$ cat src/hw/rtl/u16u8_pkg.sv
// Shared types, constants and the code point encoder for the UTF-16 to UTF-8 transcoder.
// No dependencies; used by every module of the block.
package u16u8_pkg;

  localparam int unsigned QDepth  = 4;
  localparam int unsigned QPtrW   = $clog2(QDepth);
  localparam int unsigned QCntW   = $clog2(QDepth + 1);
  localparam int unsigned MaxBytes = 6;

  localparam logic [15:0] HighFirst = 16'hD800;
  localparam logic [15:0] HighLast  = 16'hDBFF;
  localparam logic [15:0] LowFirst  = 16'hDC00;
  localparam logic [15:0] LowLast   = 16'hDFFF;
  localparam logic [20:0] SuppBase  = 21'h10000;

  // One queue entry: all UTF-8 bytes that one accepted unit releases.
  typedef struct packed {
    logic [MaxBytes-1:0][7:0] bytes;     // bytes[0] goes out first
    logic [2:0]               cnt;       // 1..6
    logic                     text_end;  // item carried last_unit
  } entry_t;

  typedef struct packed {
    logic [3:0][7:0] b;
    logic [2:0]      n;
  } enc_t;

  // Encode one code point (up to 21 bits) into 1 to 4 UTF-8 bytes.
  function automatic enc_t encode_cp(input logic [20:0] cp);
    enc_t e;
    e = '0;
    if (cp < 21'h80) begin
      e.b[0] = {1'b0, cp[6:0]};
      e.n    = 3'd1;
    end else if (cp < 21'h800) begin
      e.b[0] = {3'b110, cp[10:6]};
      e.b[1] = {2'b10, cp[5:0]};
      e.n    = 3'd2;
    end else if (cp < SuppBase) begin
      e.b[0] = {4'b1110, cp[15:12]};
      e.b[1] = {2'b10, cp[11:6]};
      e.b[2] = {2'b10, cp[5:0]};
      e.n    = 3'd3;
    end else begin
      e.b[0] = {5'b11110, cp[20:18]};
      e.b[1] = {2'b10, cp[17:12]};
      e.b[2] = {2'b10, cp[11:6]};
      e.b[3] = {2'b10, cp[5:0]};
      e.n    = 3'd4;
    end
    return e;
  endfunction

endpackage

$ cat src/hw/rtl/utf16_to_utf8_transcoder_unit.sv
// Top level of the UTF-16 to UTF-8 transcoder: front end, entry queue, back end.
// Depends on u16u8_pkg, u16u8_front, u16u8_queue and u16u8_back.
//
// Usage:
//   Input side is a queue write port: drive code_unit_i and last_unit_i with
//   push high; the unit transfers on a clock edge where full is low.
//   Output side is a queue read port: while empty is low, out_byte_o,
//   run_last_o and text_end_o show the oldest UTF-8 byte; it transfers on an
//   edge where pop is high.
//   A high surrogate not marked last is held inside and releases nothing
//   until the next unit arrives; every other unit releases 1 to 6 bytes.
// Path: the first byte of a unit is written into a queue entry and then loaded
//   into the output register when the output side is free.
// Throughput: one unit per cycle while each unit makes one byte and pop is high; the
//   back end moves one byte per cycle, so a unit of N bytes occupies it until its N bytes are out.
//   The four-entry queue absorbs bursts of multi-byte units.
// Reset: clears the held surrogate, the queue and the output valid flag.
// Stall: when pop stays low the output byte holds, the queue fills and
//   full rises once it holds four entries.
module utf16_to_utf8_transcoder_unit (
  input  logic        clk_i,
  input  logic        rst_ni,
  input  logic        push,
  output logic        full,
  input  logic [15:0] code_unit_i,
  input  logic        last_unit_i,
  output logic        empty,
  input  logic        pop,
  output logic [7:0]  out_byte_o,
  output logic        run_last_o,
  output logic        text_end_o
);

  logic              accept;
  logic              q_full, q_empty, q_wr, q_rd;
  logic              held_valid;
  u16u8_pkg::entry_t q_wdata, q_rdata;

  // Transfer a unit in only when the queue has room for its bytes.
  assign accept = push && !q_full;
  assign full   = q_full;

  // Classify and encode; hold a pending high surrogate.
  u16u8_front u_front (
    .clk_i         (clk_i),
    .rst_ni        (rst_ni),
    .accept_i      (accept),
    .code_unit_i   (code_unit_i),
    .last_unit_i   (last_unit_i),
    .entry_valid_o (q_wr),
    .entry_o       (q_wdata),
    .held_valid_o  (held_valid)
  );

  // Decouple the front end from the byte serializer.
  u16u8_queue u_queue (
    .clk_i   (clk_i),
    .rst_ni  (rst_ni),
    .wr_i    (q_wr),
    .wdata_i (q_wdata),
    .full_o  (q_full),
    .rd_i    (q_rd),
    .rdata_o (q_rdata),
    .empty_o (q_empty)
  );

  // Advance one byte per cycle into the output register while it is empty or popped.
  u16u8_back u_back (
    .clk_i      (clk_i),
    .rst_ni     (rst_ni),
    .q_empty_i  (q_empty),
    .q_head_i   (q_rdata),
    .q_rd_o     (q_rd),
    .empty_o    (empty),
    .pop_i      (pop),
    .out_byte_o (out_byte_o),
    .run_last_o (run_last_o),
    .text_end_o (text_end_o)
  );

`ifndef SYNTHESIS
  // The string end always closes the run of its unit.
  a_end_closes_run: assert property (@(posedge clk_i) disable iff (!rst_ni)
    (!empty && text_end_o) |-> run_last_o)
    else $error("text_end without run_last");

  // A unit marked last never leaves a surrogate held.
  a_last_not_held: assert property (@(posedge clk_i) disable iff (!rst_ni)
    (accept && last_unit_i) |=> !held_valid)
    else $error("surrogate held after last unit");

  // Entries only retire from a non-empty queue with a defined byte count.
  a_retire_valid: assert property (@(posedge clk_i) disable iff (!rst_ni)
    q_rd |-> (!q_empty && q_rdata.cnt != 3'd0))
    else $error("queue read with no valid entry");
`endif

endmodule

$ cat src/hw/rtl/u16u8_front.sv
// Front end: classifies each code unit, pairs surrogates and encodes the bytes.
// Depends on u16u8_pkg.
module u16u8_front (
  input  logic                 clk_i,
  input  logic                 rst_ni,
  input  logic                 accept_i,
  input  logic [15:0]          code_unit_i,
  input  logic                 last_unit_i,
  output logic                 entry_valid_o,
  output u16u8_pkg::entry_t    entry_o,
  output logic                 held_valid_o
);

  logic       held_valid_q, held_valid_d;
  logic [9:0] held_bits_q, held_bits_d;

  logic              is_high, is_low, hold_new;
  logic [20:0]       pair_cp;
  u16u8_pkg::enc_t   enc_unit, enc_held, enc_pair;
  u16u8_pkg::entry_t entry;

  assign is_high  = (code_unit_i >= u16u8_pkg::HighFirst) &&
                    (code_unit_i <= u16u8_pkg::HighLast);
  assign is_low   = (code_unit_i >= u16u8_pkg::LowFirst) &&
                    (code_unit_i <= u16u8_pkg::LowLast);
  assign hold_new = is_high && !last_unit_i;
  assign pair_cp  = u16u8_pkg::SuppBase + {1'b0, held_bits_q, code_unit_i[9:0]};

  assign enc_unit = u16u8_pkg::encode_cp({5'b0, code_unit_i});
  assign enc_held = u16u8_pkg::encode_cp({5'b0, 6'b110110, held_bits_q});
  assign enc_pair = u16u8_pkg::encode_cp(pair_cp);

  always_comb begin
    entry          = '0;
    entry.text_end = last_unit_i;
    if (held_valid_q && is_low) begin
      entry.bytes[3:0] = enc_pair.b;
      entry.cnt        = enc_pair.n;
    end else if (held_valid_q) begin
      // Flush the stale high surrogate, then append the new unit unless it is held.
      entry.bytes[2:0] = enc_held.b[2:0];
      entry.cnt        = 3'd3;
      if (!hold_new) begin
        entry.bytes[5:3] = enc_unit.b[2:0];
        entry.cnt        = 3'd3 + enc_unit.n;
      end
    end else if (!hold_new) begin
      entry.bytes[3:0] = enc_unit.b;
      entry.cnt        = enc_unit.n;
    end
  end

  always_comb begin
    held_valid_d = held_valid_q;
    held_bits_d  = held_bits_q;
    if (accept_i) begin
      held_valid_d = hold_new;
      held_bits_d  = code_unit_i[9:0];
    end
  end

  always_ff @(posedge clk_i or negedge rst_ni) begin
    if (!rst_ni) begin
      held_valid_q <= 1'b0;
      held_bits_q  <= '0;
    end else begin
      held_valid_q <= held_valid_d;
      held_bits_q  <= held_bits_d;
    end
  end

  assign entry_valid_o = accept_i && (entry.cnt != 3'd0);
  assign entry_o       = entry;
  assign held_valid_o  = held_valid_q;

endmodule

$ cat src/hw/rtl/u16u8_queue.sv
// Short entry queue between front and back end.
// Depends on u16u8_pkg.
module u16u8_queue (
  input  logic              clk_i,
  input  logic              rst_ni,
  input  logic              wr_i,
  input  u16u8_pkg::entry_t wdata_i,
  output logic              full_o,
  input  logic              rd_i,
  output u16u8_pkg::entry_t rdata_o,
  output logic              empty_o
);

  u16u8_pkg::entry_t mem_q [u16u8_pkg::QDepth];
  logic [u16u8_pkg::QPtrW-1:0] wptr_q, wptr_d, rptr_q, rptr_d;
  logic [u16u8_pkg::QCntW-1:0] cnt_q, cnt_d;

  assign full_o  = (cnt_q == u16u8_pkg::QCntW'(u16u8_pkg::QDepth));
  assign empty_o = (cnt_q == '0);
  assign rdata_o = mem_q[rptr_q];

  always_comb begin
    wptr_d = wptr_q;
    rptr_d = rptr_q;
    cnt_d  = cnt_q;
    if (wr_i) begin
      wptr_d = (wptr_q == u16u8_pkg::QPtrW'(u16u8_pkg::QDepth - 1)) ? '0 : wptr_q + 1'b1;
    end
    if (rd_i) begin
      rptr_d = (rptr_q == u16u8_pkg::QPtrW'(u16u8_pkg::QDepth - 1)) ? '0 : rptr_q + 1'b1;
    end
    if (wr_i && !rd_i) begin
      cnt_d = cnt_q + 1'b1;
    end else if (rd_i && !wr_i) begin
      cnt_d = cnt_q - 1'b1;
    end
  end

  always_ff @(posedge clk_i or negedge rst_ni) begin
    if (!rst_ni) begin
      wptr_q <= '0;
      rptr_q <= '0;
      cnt_q  <= '0;
    end else begin
      wptr_q <= wptr_d;
      rptr_q <= rptr_d;
      cnt_q  <= cnt_d;
    end
  end

  always_ff @(posedge clk_i) begin
    if (wr_i) begin
      mem_q[wptr_q] <= wdata_i;
    end
  end

endmodule

$ cat src/hw/rtl/u16u8_back.sv
// Back end: walks the bytes of the head entry into the output register.
// Depends on u16u8_pkg.
module u16u8_back (
  input  logic              clk_i,
  input  logic              rst_ni,
  input  logic              q_empty_i,
  input  u16u8_pkg::entry_t q_head_i,
  output logic              q_rd_o,
  output logic              empty_o,
  input  logic              pop_i,
  output logic [7:0]        out_byte_o,
  output logic              run_last_o,
  output logic              text_end_o
);

  logic [2:0] idx_q, idx_d;
  logic       out_valid_q, out_valid_d;
  logic [7:0] byte_q, byte_d;
  logic       run_last_q, run_last_d;
  logic       text_end_q, text_end_d;
  logic       load, is_final;
  logic [7:0] sel_byte;

  assign load     = !q_empty_i && (!out_valid_q || pop_i);
  assign is_final = ((idx_q + 3'd1) == q_head_i.cnt);

  always_comb begin
    case (idx_q)
      3'd0:    sel_byte = q_head_i.bytes[0];
      3'd1:    sel_byte = q_head_i.bytes[1];
      3'd2:    sel_byte = q_head_i.bytes[2];
      3'd3:    sel_byte = q_head_i.bytes[3];
      3'd4:    sel_byte = q_head_i.bytes[4];
      3'd5:    sel_byte = q_head_i.bytes[5];
      default: sel_byte = '0;
    endcase
  end

  always_comb begin
    idx_d       = idx_q;
    out_valid_d = out_valid_q;
    byte_d      = byte_q;
    run_last_d  = run_last_q;
    text_end_d  = text_end_q;
    if (load) begin
      out_valid_d = 1'b1;
      byte_d      = sel_byte;
      run_last_d  = is_final;
      text_end_d  = is_final && q_head_i.text_end;
      idx_d       = is_final ? 3'd0 : idx_q + 3'd1;
    end else if (pop_i) begin
      out_valid_d = 1'b0;
    end
  end

  always_ff @(posedge clk_i or negedge rst_ni) begin
    if (!rst_ni) begin
      idx_q       <= '0;
      out_valid_q <= 1'b0;
    end else begin
      idx_q       <= idx_d;
      out_valid_q <= out_valid_d;
    end
  end

  always_ff @(posedge clk_i) begin
    byte_q     <= byte_d;
    run_last_q <= run_last_d;
    text_end_q <= text_end_d;
  end

  assign q_rd_o     = load && is_final;
  assign empty_o    = !out_valid_q;
  assign out_byte_o = byte_q;
  assign run_last_o = run_last_q;
  assign text_end_o = text_end_q;

endmodule
$ cat config.mk
export PLATFORM = sky130hd
export DESIGN_NAME = utf16_to_utf8_transcoder_unit
export DESIGN_NICKNAME = d
export VERILOG_FILES = /design/src/hw/rtl/u16u8_pkg.sv /design/src/hw/rtl/utf16_to_utf8_transcoder_unit.sv /design/src/hw/rtl/u16u8_front.sv /design/src/hw/rtl/u16u8_queue.sv /design/src/hw/rtl/u16u8_back.sv
export SDC_FILE = /design/constraint.sdc
export NUM_CORES = 1
export LEC_CHECK = 0
export CORE_MARGIN = 5
export CORE_UTILIZATION = 55
export CTS_CLUSTER_SIZE = 40
export DETAILED_ROUTE_END_ITERATION = 7
export DONT_BUFFER_PORTS = 1
export GPL_ROUTABILITY_DRIVEN = 0
export PLACE_DENSITY = 0.68
export SLEW_MARGIN = 10
export SYNTH_ARGS = -nofsm -noshare
export SYNTH_HDL_FRONTEND = slang
export SYNTH_SLANG_ARGS = --single-unit
$ cat constraint.sdc
create_clock -name clk_i -period 4 [get_ports clk_i]
set_input_delay 0.4 -clock clk_i [delete_from_list [all_inputs] [get_ports clk_i]]
set_output_delay 0.4 -clock clk_i [all_outputs]
set_load 0.05 [all_outputs]
Word-level counts from Yosys, hierarchy flattened
Memory sizes are Yosys's and may differ from the RTL's.
Cells that the tools add are included.

operators by class
  add/sub/neg operators = 7
  multipliers = 0
  div/mod/pow operators = 0
  magnitude comparators = 9
  eq/ne operators = 9
  shift-type cells = 0
  mux-type cells = 29
  bitwise logic cells = 0
  reduce and logical (&&, ||, !) cells = 23

operators by type and width
  cell                                                           count
  two-way mux 27 bit                                             3
  two-way mux 35 bit                                             2
  two-way mux 16 bit                                             4
  two-way mux 24 bit                                             2
  case mux 8 bit (6 select lines)                                1
  two-way mux 19 bit                                             2
  >= comparator 16 bit (second input constant)                   2
  <= comparator 16 bit (second input constant)                   2
  two-way mux 25 bit                                             1
  two-way mux 11 bit                                             2
  adder 17 x 20 -> 21 bit (first input constant)                 1
  less-than comparator 21 x 12 -> 1 bit (second input constant)  1
  less-than comparator 21 x 17 -> 1 bit (second input constant)  1
  less-than comparator 21 x 8 -> 1 bit (second input constant)   1
  less-than comparator 16 x 12 -> 1 bit (second input constant)  1
  less-than comparator 16 x 8 -> 1 bit (second input constant)   1
  two-way mux 8 bit                                              2
  two-way mux 3 bit                                              4
  logical AND 1 bit                                              11
  equality test 3 bit (second input constant)                    3
  adder 3 x 1 -> 3 bit (second input constant)                   2
  equality test 3 x 2 -> 1 bit (second input constant)           2
  logical NOT 1 bit                                              6
  logical NOT 3 bit                                              2
  11 further kinds                                               18

word-level totals
  bits in registers = 32
  latch bits = 0
  RAM bits = 208
  memory bits (read-only) = 0
  input port bits = 21
  output and inout bits = 12
  word-level logic and storage cells = 88
  memories kept = 1

memory list
  name           words  width  rd ports  clocked after Yosys merged registers in  wr ports  RTL line           text
  u_queue.mem_q  4      52     1         0                                        1         u16u8_queue.sv:14  u16u8_pkg::entry_t mem_q [u16u8_pkg::QDepth];

Longest topological paths before layout
Gate-level depths: netlist (run 1).

  word-level depth = 15
  gate-level depth with buffers = 13
  mapped depth without buffers = 12

Hierarchy
From an unflattened synthesis (run 1), not the netlist that was laid out.

unflattened totals
  cells, all modules = 645
  area total of the unflattened synthesis = 10744.1 µm²

by module, submodules not included
  module                         instances  cells an instance  area each (µm²)
  u16u8_queue                    1          309                7986.4
  u16u8_front                    1          249                1770.4
  u16u8_back                     1          86                 973.4
  utf16_to_utf8_transcoder_unit  1          1                  13.8

Worst setup path before layout (run 1)
Ideal clock, no wire load.

  path kind = reg-to-reg
  from = register u_queue.cnt_q[0] (netlist name)
  to = memory u_queue.mem_q[0][0] (netlist name), enable pin
  setup time = 0.472 ns
  arrival = 2.779 ns
  required time = 3.528 ns
  path slack = 0.749 ns
  stages on the path, launching flop included = 5
  buffers on the path = 0
  clock period less this slack = 3.251 ns
  cells stage by stage = dfrtp_1 -> nor3b_1 -> nand2b_1 -> a21oi_1 -> and2_1

on the way
  word-level cells in the longest chain between the ends = 6

RTL lines
  what                                     RTL line                             text
  start: declaration                       u16u8_queue.sv:16                    logic [u16u8_pkg::QCntW-1:0] cnt_q, cnt_d;
  start signal: assignment                 u16u8_queue.sv:47                    cnt_q <= cnt_d;
  equality test 3 bit                      u16u8_queue.sv:18                    assign full_o = (cnt_q == u16u8_pkg::QCntW'(u16u8_pkg::QDepth));
  named net full                           utf16_to_utf8_transcoder_unit.sv:24  output logic full,
  logical NOT 1 bit                        utf16_to_utf8_transcoder_unit.sv:40  assign accept = push && !q_full;
  logical AND 1 bit                        utf16_to_utf8_transcoder_unit.sv:40
  logical AND 1 bit                        u16u8_front.sv:72                    assign entry_valid_o = accept_i && (entry.cnt != 3'd0);
  named net q_wr                           utf16_to_utf8_transcoder_unit.sv:35  logic q_full, q_empty, q_wr, q_rd;
  two-way mux 1 bit                        u16u8_queue.sv:52                    if (wr_i) begin
  two-way mux 1 bit (implied by the code)  u16u8_queue.sv:53                    mem_q[wptr_q] <= wdata_i;
  end: declaration                         u16u8_queue.sv:14

The timed path passes the listed nets, and every way through them passes these cells.

Final worst setup path (run 1)
  from = register u_back.idx_q[0]
  to = register u_queue.cnt_q[1] (netlist name)

on the way
  word-level cells in the longest chain between the ends = 6
  elaborated cells between the ends (all ways) = 8
  classes of those cells = add/sub: 1; eq/ne: 1; mux: 1; reduce/logical: 5

RTL lines
  what                              RTL line           text
  start: declaration                u16u8_back.sv:16   logic [2:0] idx_q, idx_d;
  start signal: assignment          u16u8_back.sv:61   idx_q <= idx_d;
  adder 3 x 1 -> 3 bit              u16u8_back.sv:25   assign is_final = ((idx_q + 3'd1) == q_head_i.cnt);
  equality test 3 bit               u16u8_back.sv:25
  logical AND 1 bit                 u16u8_back.sv:72   assign q_rd_o = load && is_final;
  logical NOT 1 bit                 u16u8_queue.sv:32  if (wr_i && !rd_i) begin
  logical AND 1 bit                 u16u8_queue.sv:32
  two-way mux 3 bit                 u16u8_queue.sv:32
  named net u_queue.cnt_d, one bit  u16u8_queue.sv:16

The timed path passes the listed nets, and every way through them passes these cells.
A chain may end at the register's enable or synchronous reset.

==> results.txt, run 1 <==
- Global routing finished with a remaining overflow of 0.
- Of the total power, the share spent switching nets is 31.8%.
- In the global route stage, overall resource usage came out at between 20% and 30%.
- Global-route wire length before repair: 33.8 mm
- The later pin in the worst-skew pair is clocked with a latency of roughly 0.5 ns.
- Final setup margin: 0.935 ns
- DRT iter0 DRCs: between 600 and 700
- Largest voltage drop on the vdd net: about 0.84 mV
- Number of clock sinks: between 200 and 250
* CP Capture Type: flop
* Max_slew headroom: 30.5%
* Worst-path fanout max: 5
- Once the floorplan was initialized, standard cells occupied 56.4% of the core.
* Final count of negative-setup-slack endpoints: 0
- Number of buffers added for setup after CTS: 0
- CTS buffer count: 23
- Critical path arrival: 3.44 ns
* Net Sw Power: 2450 uW
- In this run, synthesis produced a sequential element count of 220.
* Drc violations: 0
* Post-synthesis sequential area ratio: 66.4%
- Yosys warning count: 0
* Number of detailed-route iterations in the first pass: 6
- Portion of synthesized cell area occupied by the leading cell type: between 60% and 70%
- Maximum number of pins on one net before global-route repair: 48
- Leaving out filler cells and counting taps, the final layout contains 882.
- Count of input and output buffers: 0
- The share of total power dissipated in combinational logic is 27.1%.
* Hold Vio Cnt, Final: 0
- TritonCTS clock tree: done
- Most frequently used flop master after synthesis: sky130_fd_sc_hd__edfxtp_1
* Cell Area, Synth: ~10000 sq um
- The core region is 17400 sq um.
- Boundary Pins: 33
- Unrepaired setup endpoints after global routing: no
* Die outline area: 20600 sq um
- By area the synthesized netlist is led by sky130_fd_sc_hd__edfxtp_1, sky130_fd_sc_hd__mux4_2, sky130_fd_sc_hd__dfrtp_1.
- Relative to the synthesized area, the layout overhead comes to 10.2%.
- Height of the chip: around 140 um
- Most common cell after layout, fill and taps aside: sky130_fd_sc_hd__edfxtp_1
- Critical Path Start Type: flop
- Proportion of register bits with asynchronous set or reset after synthesis: 10.0%
* Vias per Instance: 6.57
- Number of diodes: 0
- The routed design could run at a clock period as short as 3.06 ns.
* Share of final-layout standard cells stronger than drive strength 1: 18.7%
* Number of distinct standard cells referenced by the synthesized netlist: 62
- Half-perimeter wire length after placement: 13.8 mm
* Path class of the lowest-slack min-delay path: input pin to flop
- Part of the total power dissipated in sequential elements: between 40% and 50%
- In this run the horizontal extent of the chip is roughly 140 um.
- Counting along the longest clock path gives a buffer depth of 3.
- The detailed router placed 5799 vias in this run.
- In the layout the commonest cells are sky130_fd_sc_hd__edfxtp_1, sky130_fd_sc_hd__nand2_1, sky130_fd_sc_hd__mux4_2.
- The run finished with clean final reports.
- In the final design database the tool counted slightly below 700 nets.
- Buffer type at the clock tree root: sky130_fd_sc_hd__clkbuf_16
- The analysis attributes to cell leakage a power of 0.00360 uW.
* Period utilisation layout: 76.6%
* Final wirelength: between 20 and 25 mm
- The floorplan has 48 rows.
- The clock network is responsible for 26.3% of the overall power.
- OpenSTA, run right after detailed placement, puts the worst setup slack at 0.976 ns.
* Syn Nets: 675
- At the worst endpoint, the required time is 4.38 ns.
- Based on the critical path, the design can be clocked at up to 0.326 GHz.
* Initial antenna violation count: 0
* Max-slew violations: 0
- Between clock sinks in the finished design, the worst skew comes to between 0.015 and 0.02 ns.
- Cell type contributing the most total cell area after synthesis: sky130_fd_sc_hd__edfxtp_1
- Reported max-cap violation count: 0
- Per-instance average area after synthesis: 15.3 sq um
- Transition time at the pin with the least slew margin: about 1.0 ns
- Antenna violation net count after detailed routing: 0
* Synth Instances: 641
- Worst-path clk slew: 0.06 ns
- CTS built an H-tree with a depth of 1.
* Number of global-route vias before repair: 5801
- The number of placed instances, taps included, is 838.
* Number of enable flip-flop cells after synthesis: 198
* Critical path type: flop to flop
* Pwr/cell area: 714 nW/um^2
- Average routed wire per standard cell: 24.3 um
- Post-route setup TNS: 0 ns
- Cell-internal power: roughly 5300 uW
-- synthesized netlist by cell type (all sizes together), types with 3 or more instances --
cell type  count
xor2           3
nor2          24
a22o           7
a221oi         4
a222oi         6
buf           13
nand2b         5
o31ai          4
mux4          45
a21o           4
nor3          17
a32o           5
o21bai         5
nand3         17
ha            12
edfxtp       198
o21ai         34
and2           6
clkbuf        29
nand2         49
or3            3
nor2b          5
and3           7
mux2          12
inv           15
a22oi          4
a31oi          9
mux2i          4
o21a           6
xnor2          6
a21oi         34
dfrtp         22
o211ai         3
-- per-layer routing --
metal / part of all wire, % / global-route usage [%] / vias up
met4: 1.5 / 5.15 / 0
li1: - / - / 2524
met2: 47 / 34.1 / 325
met5: 0 / 0 / -
met3: 9.4 / 3.29 / 39
met1: 42 / 32.1 / 2911
-- final cells by class --
class	instances	area, sq um
inverter	15	56.3
multi-input combinational	364	3060
tap	225	282
timing repair buffer	17	160
clock buffer	26	587
clock inverter	15	135
sequential	220	6500
fill	1248	6580
-- per-stage QoR --
step | hold WS (ns) | power, uW | utilization, % | instance area (sq um)
final | 0.0449 | 7700 | 62.1 | 10800
after global routing | 0.0278 | 8100 | 62.1 | 10800
after CTS | 0.0363 | 7760 | 62.1 | 10800
after detailed placement | 0.105 | 5730 | 57.8 | 10000
after global placement | 0.105 | 5670 | 57.8 | 10000
after floorplan | 0.104 | 5130 | - | 9790
-- cell families after synthesis --
logic type                 after synthesis  synth area share (%)
DFF                                    220                  66.4
and+or+nand+nor                        144                  7.30
AOI/OAI and AO/OA                      137                  9.18
muxes                                   61                  12.1
buffers and inverters                   57                  2.44
adders and majority gates               13                  1.74
xor gates and xnor gates                 9                 0.806
-- sequential cells by signal, summed over array words and instances (netlist names) --
| name | cells |
|---|---|
| u_queue.mem_q | 188 |
| u_front.held_bits_q | 10 |
| u_back.out_byte_o | 8 |
| u_back.idx_q | 3 |
| u_queue.cnt_q | 3 |
| u_queue.rptr_q | 2 |
| u_queue.wptr_q | 2 |
| u_back.out_valid_q | 1 |
| u_back.run_last_o | 1 |
| u_back.text_end_o | 1 |
| u_front.held_valid_o | 1 |
-- power by group through the flow --
stage	sequential (uW)	combinational, uW	clock, uW
after global placement	3600	2070	0
final	3580	2090	2030
after CTS	3590	2110	2060
after floorplan	3490	1640	0
after detailed placement	3630	2100	0
after global routing	3630	2280	2190
-- worst max-delay path: stages (launching register included) --
cell                      delay, ns
sky130_fd_sc_hd__dfrtp_1       0.44
sky130_fd_sc_hd__ha_1          0.23
sky130_fd_sc_hd__ha_1          0.33
sky130_fd_sc_hd__xor2_1        0.17
sky130_fd_sc_hd__or3_1         0.33
sky130_fd_sc_hd__a21oi_1       0.33
sky130_fd_sc_hd__inv_1         0.10
sky130_fd_sc_hd__ha_1          0.23
sky130_fd_sc_hd__inv_1         0.08
sky130_fd_sc_hd__fa_1          0.43
sky130_fd_sc_hd__mux2_2        0.27
-- worst paths after layout --
| path | start | to | slack (ns) | depth (start not counted) |
|---|---|---|---|---|
| worst min register to register | u_queue.cnt_q[2] | u_queue.cnt_q[2] | 0.50 | 1 |
| worst min-delay path | code_unit_i[2] | u_front.held_bits_q[2] | 0.04 | 1 |
| worst max-delay path | u_back.idx_q[0] | u_queue.cnt_q[1] | 0.94 | 10 |
| min in group asynchronous | rst_ni | u_front.held_bits_q[9] | 0.53 | 1 |
| worst max register to register | u_back.idx_q[0] | u_queue.cnt_q[1] | 0.94 | 10 |
| max in group asynchronous | rst_ni | u_queue.rptr_q[0] | 2.76 | 1 |
-- repair_timing --
item,in CTS,in global routing
gates resized for setup,0,0
hold buffers,3,0
endpoints found under the setup margin,0,0
hold endpoints to repair,27,0
(Power assumes the default switching activity.)
==> run 2, diff against run 1 <==
--- a/config.mk
+++ b/config.mk
@@ -5,13 +5,14 @@
 export SDC_FILE = /design/constraint.sdc
 export NUM_CORES = 1
 export LEC_CHECK = 0
+export ABC_AREA = 1
 export CORE_MARGIN = 5
 export CORE_UTILIZATION = 55
 export CTS_CLUSTER_SIZE = 40
 export DETAILED_ROUTE_END_ITERATION = 7
 export DONT_BUFFER_PORTS = 1
 export GPL_ROUTABILITY_DRIVEN = 0
-export PLACE_DENSITY = 0.68
+export PLACE_DENSITY = 0.71
 export SLEW_MARGIN = 10
 export SYNTH_ARGS = -nofsm -noshare
 export SYNTH_HDL_FRONTEND = slang
==> constraint.sdc (replaced) <==
create_clock -name clk_i -period 2.6 [get_ports clk_i]
set_input_delay 0.26 -clock clk_i [delete_from_list [all_inputs] [get_ports clk_i]]
set_output_delay 0.26 -clock clk_i [all_outputs]
set_load 0.05 [all_outputs]
==> results.txt, run 2 <==
- CP Buf/Inv Count: 5
- The initial antenna violation count is 0.
* Path depth of the worst reg2reg path: 19
- At the worst endpoint, the required time is 2.97 ns.
- Top library cells by usage in the layout, fill and taps aside: sky130_fd_sc_hd__edfxtp_1, sky130_fd_sc_hd__nor2_1, sky130_fd_sc_hd__nand2_1
* Most frequently used flop master after synthesis: sky130_fd_sc_hd__edfxtp_1
- After technology mapping, the gate count stands at 910.
- Counting flops with a built-in enable in the synthesized netlist gives between 150 and 200.
- The worst setup path is of the flop to flop kind.
* Result of the run: finished clean
- Clock-pin slew was measured on the worst setup and hold paths at 0.06 ns.
- The endpoint identified for the worst register-to-register timing path is u_queue.cnt_q[2].
- Unrepaired setup endpoints after global routing: yes
- In this run the tightest slew margin relative to its limit is 47.2%.
- Number of instances on the worst hold path: 3
- Cell seen most often among critical-path stages: sky130_fd_sc_hd__nand2_4
- Global-route wire length before repair: between 30 and 40 mm
- Area delta synth->final: 15.0%
- 33 I/O pins were placed.
- During synthesis, Yosys emitted a total of 0 warnings.
- Minimum clock period after layout: approximately 2.5 ns
- The synthesized netlist occupies a cell area of 9980 sq um.
- Summed over its instances, the top area cell type makes up 59.5% of the synthesized netlist area.
* TritonCTS clock tree: done
* Static leakage power: 0.00434 uW
* Vias per Instance: 5.94
* Cells taking the most area after synthesis: sky130_fd_sc_hd__edfxtp_1, sky130_fd_sc_hd__o21ai_0, sky130_fd_sc_hd__dfrtp_1
- In the post-synthesis netlist, the cell with the most instances is sky130_fd_sc_hd__edfxtp_1.
- Number of detailed-route iterations in the first pass: 6
* Buffer type at the clock tree root: sky130_fd_sc_hd__clkbuf_16
* Overall overflow remaining after global route: 0
* Setup Skew: 0.00775 ns
- The register with the most flip-flops in the final layout is u_queue.mem_q.
- Cells fill 64.1% of the core in the end.
- Register-to-register path setup slack: approximately 0.11 ns
- Of all flip-flops after synthesis, the portion carrying an async set or reset was 10.0%.
- Leaving out fill and tap cells, the most frequent cell in the layout is sky130_fd_sc_hd__edfxtp_1.
* Pwr/cell area: ~1100 nW/um^2
- Walking the worst path, the cells encountered are ha_4 -> inv_1 -> nand2_1 -> nand2_4 -> nor2_8 -> buf_4 -> nand3_2 -> nand2_4 -> nand2_4 -> clkinv_2 -> nand3_4 -> nand2_8 -> inv_4 -> ha_4 -> inv_2 -> fa_2 -> a21oi_2 -> o21ai_1 -> xor2_1.
- Cell type contributing the most total cell area after synthesis: sky130_fd_sc_hd__edfxtp_1
- Worst-path cell with the longest stage delay: sky130_fd_sc_hd__dfrtp_2
- For this block, the via count after detailed routing is between 7000 and 8000.
- After detailed routing, the average wire length per cell comes to around 20 um.
- Based on the critical path, the design can be clocked at up to between 0.4 and 0.5 GHz.
- Antenna violation net count after detailed routing: 0
- Drc violations: 0
- Number of diodes: 0
- Width of the die: 145 um
* Maximum number of pins on one net before global-route repair: 65
- Worst min-delay path endpoint: u_front.held_valid_o
* Cell Rows: 49
- For this configuration, the core starts out at a cell density of 55.8%.
* Critical Path Start Type: flop
- Total Nets Final: between 900 and 1000
- Count of input and output buffers: 0
- Syn Nets: 944
* Half-perimeter wire length after placement: 16.5 mm
* CTS buffer count: 23
- The largest single stage delay on the critical path is 0.42 ns.
* Number of flip-flops under the largest register name: 188
- The path class of the tightest hold or removal check is input pin to flop.
* Clock latency on the worst-skew pair: a little under 0.5 ns
- Post-synthesis sequential area ratio: roughly 65%
* Hold Vio Cnt, Final: 0
- Across the run, the number of max-cap violations was 0.
- The clock drives 220 sinks.
- Cell types with the highest counts after synthesis: sky130_fd_sc_hd__edfxtp_1, sky130_fd_sc_hd__nor2_1, sky130_fd_sc_hd__nand2_1
* Post-route setup TNS: 0 ns
- In this run the most critical hold path is launched from code_unit_i[10].
- The number of global-route vias before repair came to 6817.
- Height of the chip: 145 um
- Kind of cell adding the most delay to the critical path: adder cells
* Final wirelength: between 20 and 25 mm
- Max Buffers Root-to-Sink: 3
- VDD sags by at most 0.811 mV.
* Launch point of the worst reg-to-reg path: u_front.held_bits_q[6]
- A synthesized cell averages 11.0 sq um.
- Worst-path fanout max: 4
* Final count of negative-setup-slack endpoints: 0
- The netlist uses 40 different library cells.
- At the pin with the least slew margin, the transition time is 0.789 ns.
* Core Footprint: 17900 sq um
- DRT iter0 DRCs: 830
- The final max-slew violation count is 0.
* Period utilisation layout: a little over nine tenths
- Die outline area: 20900 sq um
- Global routing used 23.8% of the available tracks.
- Max H-tree Level: 1
- Cells with a size suffix above 1 make up 14.5% of the layout.
- Number of register bits inferred by synthesis: 220
- CP Capture Type: flop
- At the worst endpoint, the arrival time is between 2 and 3 ns.
[run 2: report_power, final]
| part | internal [uW] | leakage (uW) | switching (uW) |
|---|---|---|---|
| sequential | 4670 | 0.00217 | 554 |
| clock | 1760 | 0.000340 | 1240 |
| combinational | 1450 | 0.00183 | 2880 |
[run 2: layer usage]
metal / GRT usage, % / wire length [um]
met1: 33.9 / 10200
met5: 0 / 0
met2: 37.0 / 11300
met4: 7.61 / 771
met3: 5.26 / 2390
[run 2: worst max-delay path by stage]
stage | start | endpoint | slack, ns | depth (start not counted)
2_1_floorplan | u_front.held_bits_q[7] | u_queue.mem_q[0][0] | -0.09 | 12
3_3_place_gp | u_front.held_bits_q[7] | u_queue.cnt_q[2] | 0.05 | 18
3_5_place_dp | u_front.held_bits_q[7] | u_queue.cnt_q[2] | -0.03 | 18
4_1_cts | u_front.held_bits_q[7] | u_queue.cnt_q[2] | 0.01 | 19
5_1_grt | u_back.idx_q[0] | u_queue.cnt_q[1] | -0.03 | 11
6_report | u_front.held_bits_q[6] | u_queue.cnt_q[2] | 0.11 | 19
[run 2: worst min-delay path, cell delays in order]
cell and delay [ns]:
sky130_fd_sc_hd__nor2_2 0.03, sky130_fd_sc_hd__nand3_4 0.14, sky130_fd_sc_hd__o21ai_0 0.11
[run 2: timing repair]
item                                    4_1_cts  5_1_grt
gates resized for setup                       1        8
pin swaps                                     1        7
setup buffers                                 0        3
endpoints found under the setup margin        1        2
hold endpoints to repair                     36        0
hold buffers                                 13        0
[run 2: metrics by stage]
step / cells / total power, uW / hold slack [ns] / cell area [sq um] / setup WS [ns]
2_1_floorplan: 910 / 8030 / -0.0356 / 10100 / -0.0910
3_3_place_gp: 1147 / 9380 / -0.0344 / 10600 / 0.0465
3_5_place_dp: 1147 / 9470 / -0.0345 / 10600 / -0.0275
4_1_cts: 1201 / 12500 / 0.0855 / 11400 / 0.00987
5_1_grt: 1204 / 13300 / 0.102 / 11500 / -0.0316
6_report: 1204 / 12600 / 0.109 / 11500 / 0.108
[run 2: area by class of cell]
| type | instances | area [sq um] |
|---|---|---|
| fill | 1365 | 6420 |
| inverter | 72 | 279 |
| sequential | 220 | 6500 |
| timing repair buffer | 63 | 591 |
| tap | 229 | 287 |
| clock buffer | 32 | 619 |
| multi-input combinational | 579 | 3140 |
| clock inverter | 9 | 72.6 |
[run 2: kinds of logic after synthesis]
family | after synthesis | share of synthesized area, %
AO/OA/AOI/OAI | 223 | 12.5
XOR/XNOR | 5 | 0.439
adder cells (fa/ha/maj) | 13 | 1.70
buffers and inverters | 111 | 4.50
flip-flops | 220 | 65.1
AND/OR/NAND/NOR | 338 | 15.8
==> run 3, diff against run 2 <==
==> constraint.sdc (replaced) <==
create_clock -name clk_i -period 2.2 [get_ports clk_i]
set_input_delay 0.22 -clock clk_i [delete_from_list [all_inputs] [get_ports clk_i]]
set_output_delay 0.22 -clock clk_i [all_outputs]
set_load 0.05 [all_outputs]
==> results.txt, run 3 (synthesized netlist as in run 2, its figures left out) <==
* Hold Vio Cnt, Final: 0
* Number of clock sinks: 220
- After clock tree synthesis, the clock-pin slew on the worst setup and hold paths is roughly 0.06 ns.
- Launch point of the worst reg-to-reg path: u_front.held_bits_q[6]
- Vias per Instance: 6.04
* Critical path type: flop to flop
- Worst endpoint required time: 2.42 ns
- At the later pin of the worst-skew pair, clock insertion delay measures between 0.5 and 0.6 ns.
* Summed area of non-filler cells in the final layout: 12800 sq um
- Compared with the post-synthesis result, the final layout area differs by 28.0%.
* Worst-path fanout max: 9
- GRT Util Overall: 27.4%
- Counting I/O delays and the setup requirement, the final critical path takes 2.52 ns.
* Static leakage power: 0.00500 uW
- Post-detailed-placement cell area: 11100 sq um
* Post-route setup TNS: -38.01 ns
* Height of the chip: 145 um
- Max Buffers Root-to-Sink: 3
- Top library cells by usage in the layout, fill and taps aside: sky130_fd_sc_hd__edfxtp_1, sky130_fd_sc_hd__nor2_1, sky130_fd_sc_hd__nand2_1
* Maximum number of pins on one net before global-route repair: 47
* Drc violations: 0
- The final reports fail on negative setup slack.
- Measured in cells, the most critical reg-to-reg path has a length of 16.
* Most flops, register: u_queue.mem_q
* Overall overflow remaining after global route: 0
- Critical Path Start Type: flop
* Number of flip-flops under the largest register name: 188
* Hold Slack: between 0.06 and 0.07 ns
- Reported max-cap violation count: 0
- Unrepaired setup endpoints after global routing: yes
* Share of final-layout standard cells stronger than drive strength 1: 24.0%
- Sequential standard cell area: ~6500 sq um
- STA classifies the critical path endpoint as a flop.
* Number of global-route vias before repair: 7634
* DRT iter0 DRCs: 1189
- The final route contains 7901 vias.
* Filler cells: 1158
- Core Footprint: 17900 sq um
- In this run, CTS created clock tree buffers numbering 24.
- The wire-length estimate of the detail-placed layout is 17.6 mm.
- On the final layout, the worst clock skew is between 0.008 and 0.009 ns.
- Final wirelength: 28.9 mm
- Walking the worst path, the cells encountered are ha_4 -> inv_4 -> nand2_4 -> nor2_8 -> nand2_4 -> nor2_8 -> nand3_2 -> nand2_2 -> inv_2 -> nand3_4 -> nand2_8 -> buf_8 -> buf_6 -> nor2_4 -> buf_12 -> clkbuf_16.
- Max_slew headroom: 46.3%
- Highest achievable clock rate: 0.397 GHz
- Antenna violation net count after detailed routing: 0
- Number of detailed-route iterations in the first pass: 6
- The largest single stage delay on the critical path is 0.42 ns.
- In the final layout, the multi-input gates occupy between 3000 and 4000 sq um.
- Worst-path cell with the longest stage delay: sky130_fd_sc_hd__dfrtp_2
- TritonCTS built the clock tree.
* Max H-tree Level: 1
* Transition time at the pin with the least slew margin: 0.802 ns
- In the final routed layout, each cell accounts on average for 22.1 um.
* Path class of the lowest-slack min-delay path: input pin to flop
- The initial antenna violation count was 0.
* Final setup margin: -0.319 ns
- The worst-case IR drop observed on VDD is 1.24 mV.
- Timing analysis after detailed placement gives a worst setup slack of -0.379 ns.
- Global-route wire length before repair: roughly 43 mm
* Period utilisation layout: 114%
- Pin placement for this block handled 33 I/O pins.
* Buffer type at the clock tree root: sky130_fd_sc_hd__clkbuf_16
- In this run the power density over the cells is approximately 1300 nW/um^2.
- Critical path arrival: 2.74 ns
- The final max-slew violation count is 0.
- Register-to-register path setup slack: -0.32 ns
* Most common cell after layout, fill and taps aside: sky130_fd_sc_hd__edfxtp_1
- Total Nets Final: 1094
- Reg-to-reg endpoint: u_queue.mem_q[3][16]
- The flow ran to the end, but the final reports show violations.
* Starting utilization of the core area: approximately 56%
- Cell Rows: 49
- Die outline area: approximately 21000 sq um
- Count of input and output buffers: 0
- From left edge to right edge, the die measures 145 um.
- The most critical setup path has its endpoint at u_queue.mem_q[3][16].
- Setup violations remaining at the end of the flow were counted as 190.
- The most critical setup path has its startpoint at u_front.held_bits_q[6].
==> run 3: layout make-up <==
type | instances | share of cell area (%)
sequential | 220 | 50.9
multi-input combinational | 579 | 25.1
timing repair buffer | 163 | 13.5
clock buffer | 31 | 5.23
tap | 229 | 2.24
inverter | 72 | 2.18
clock inverter | 13 | 0.930
antenna | 1 | 0.0196
==> run 3: stage by stage <==
step	instances	util [%]	total power, uW
after floorplan	910	-	9500
final	1308	71.4	16700
after CTS	1305	71.0	16500
after detailed placement	1211	62.0	11700
after global routing	1307	71.4	17400
after global placement	1211	62.0	11600
==> run 3: routing by layer <==
metal  part of all wire (%)  GRT usage [%]
met2                     47           43.4
met5                      0              0
met4                    4.0           9.82
met3                     10           5.49
met1                     39           38.0
==> run 3: how the worst min path moves through the flow <==
stage	startpoint	end	slack, ns	cells past startpoint
finish	code_unit_i[10]	u_front.held_valid_o	0.06	4
global route	code_unit_i[10]	u_front.held_valid_o	0.07	4
CTS	code_unit_i[10]	u_front.held_valid_o	0.05	4
detailed placement	rst_ni	u_queue.wptr_q[1]	-0.07	0
global placement	rst_ni	u_queue.wptr_q[1]	-0.07	0
floorplan	rst_ni	u_back.idx_q[0]	-0.08	0
==> run 3: timing repair <==
| action | in CTS | in global routing |
|---|---|---|
| cloned | 9 | 7 |
| endpoints found under the hold margin | 36 | 0 |
| pin swaps | 10 | 12 |
| setup endpoints to repair | 194 | 224 |
| gates resized for setup | 43 | 27 |
| hold buffers | 13 | 0 |
| buffers inserted | 29 | 9 |
==> run 3: critical path: cells and delay by family (launching register included) <==
| kind | cells | cell delay (ns) |
|---|---|---|
| AND/OR/NAND/NOR | 9 | 0.81 |
| flip-flops | 1 | 0.42 |
| buffers and inverters | 6 | 0.74 |
| adder cells (fa/ha/maj) | 1 | 0.25 |
==> run 3: power breakdown <==
group | switching, uW | internal (uW)
sequential | 635 | 5520
combinational | 3920 | 2620
clock | 1590 | 2380
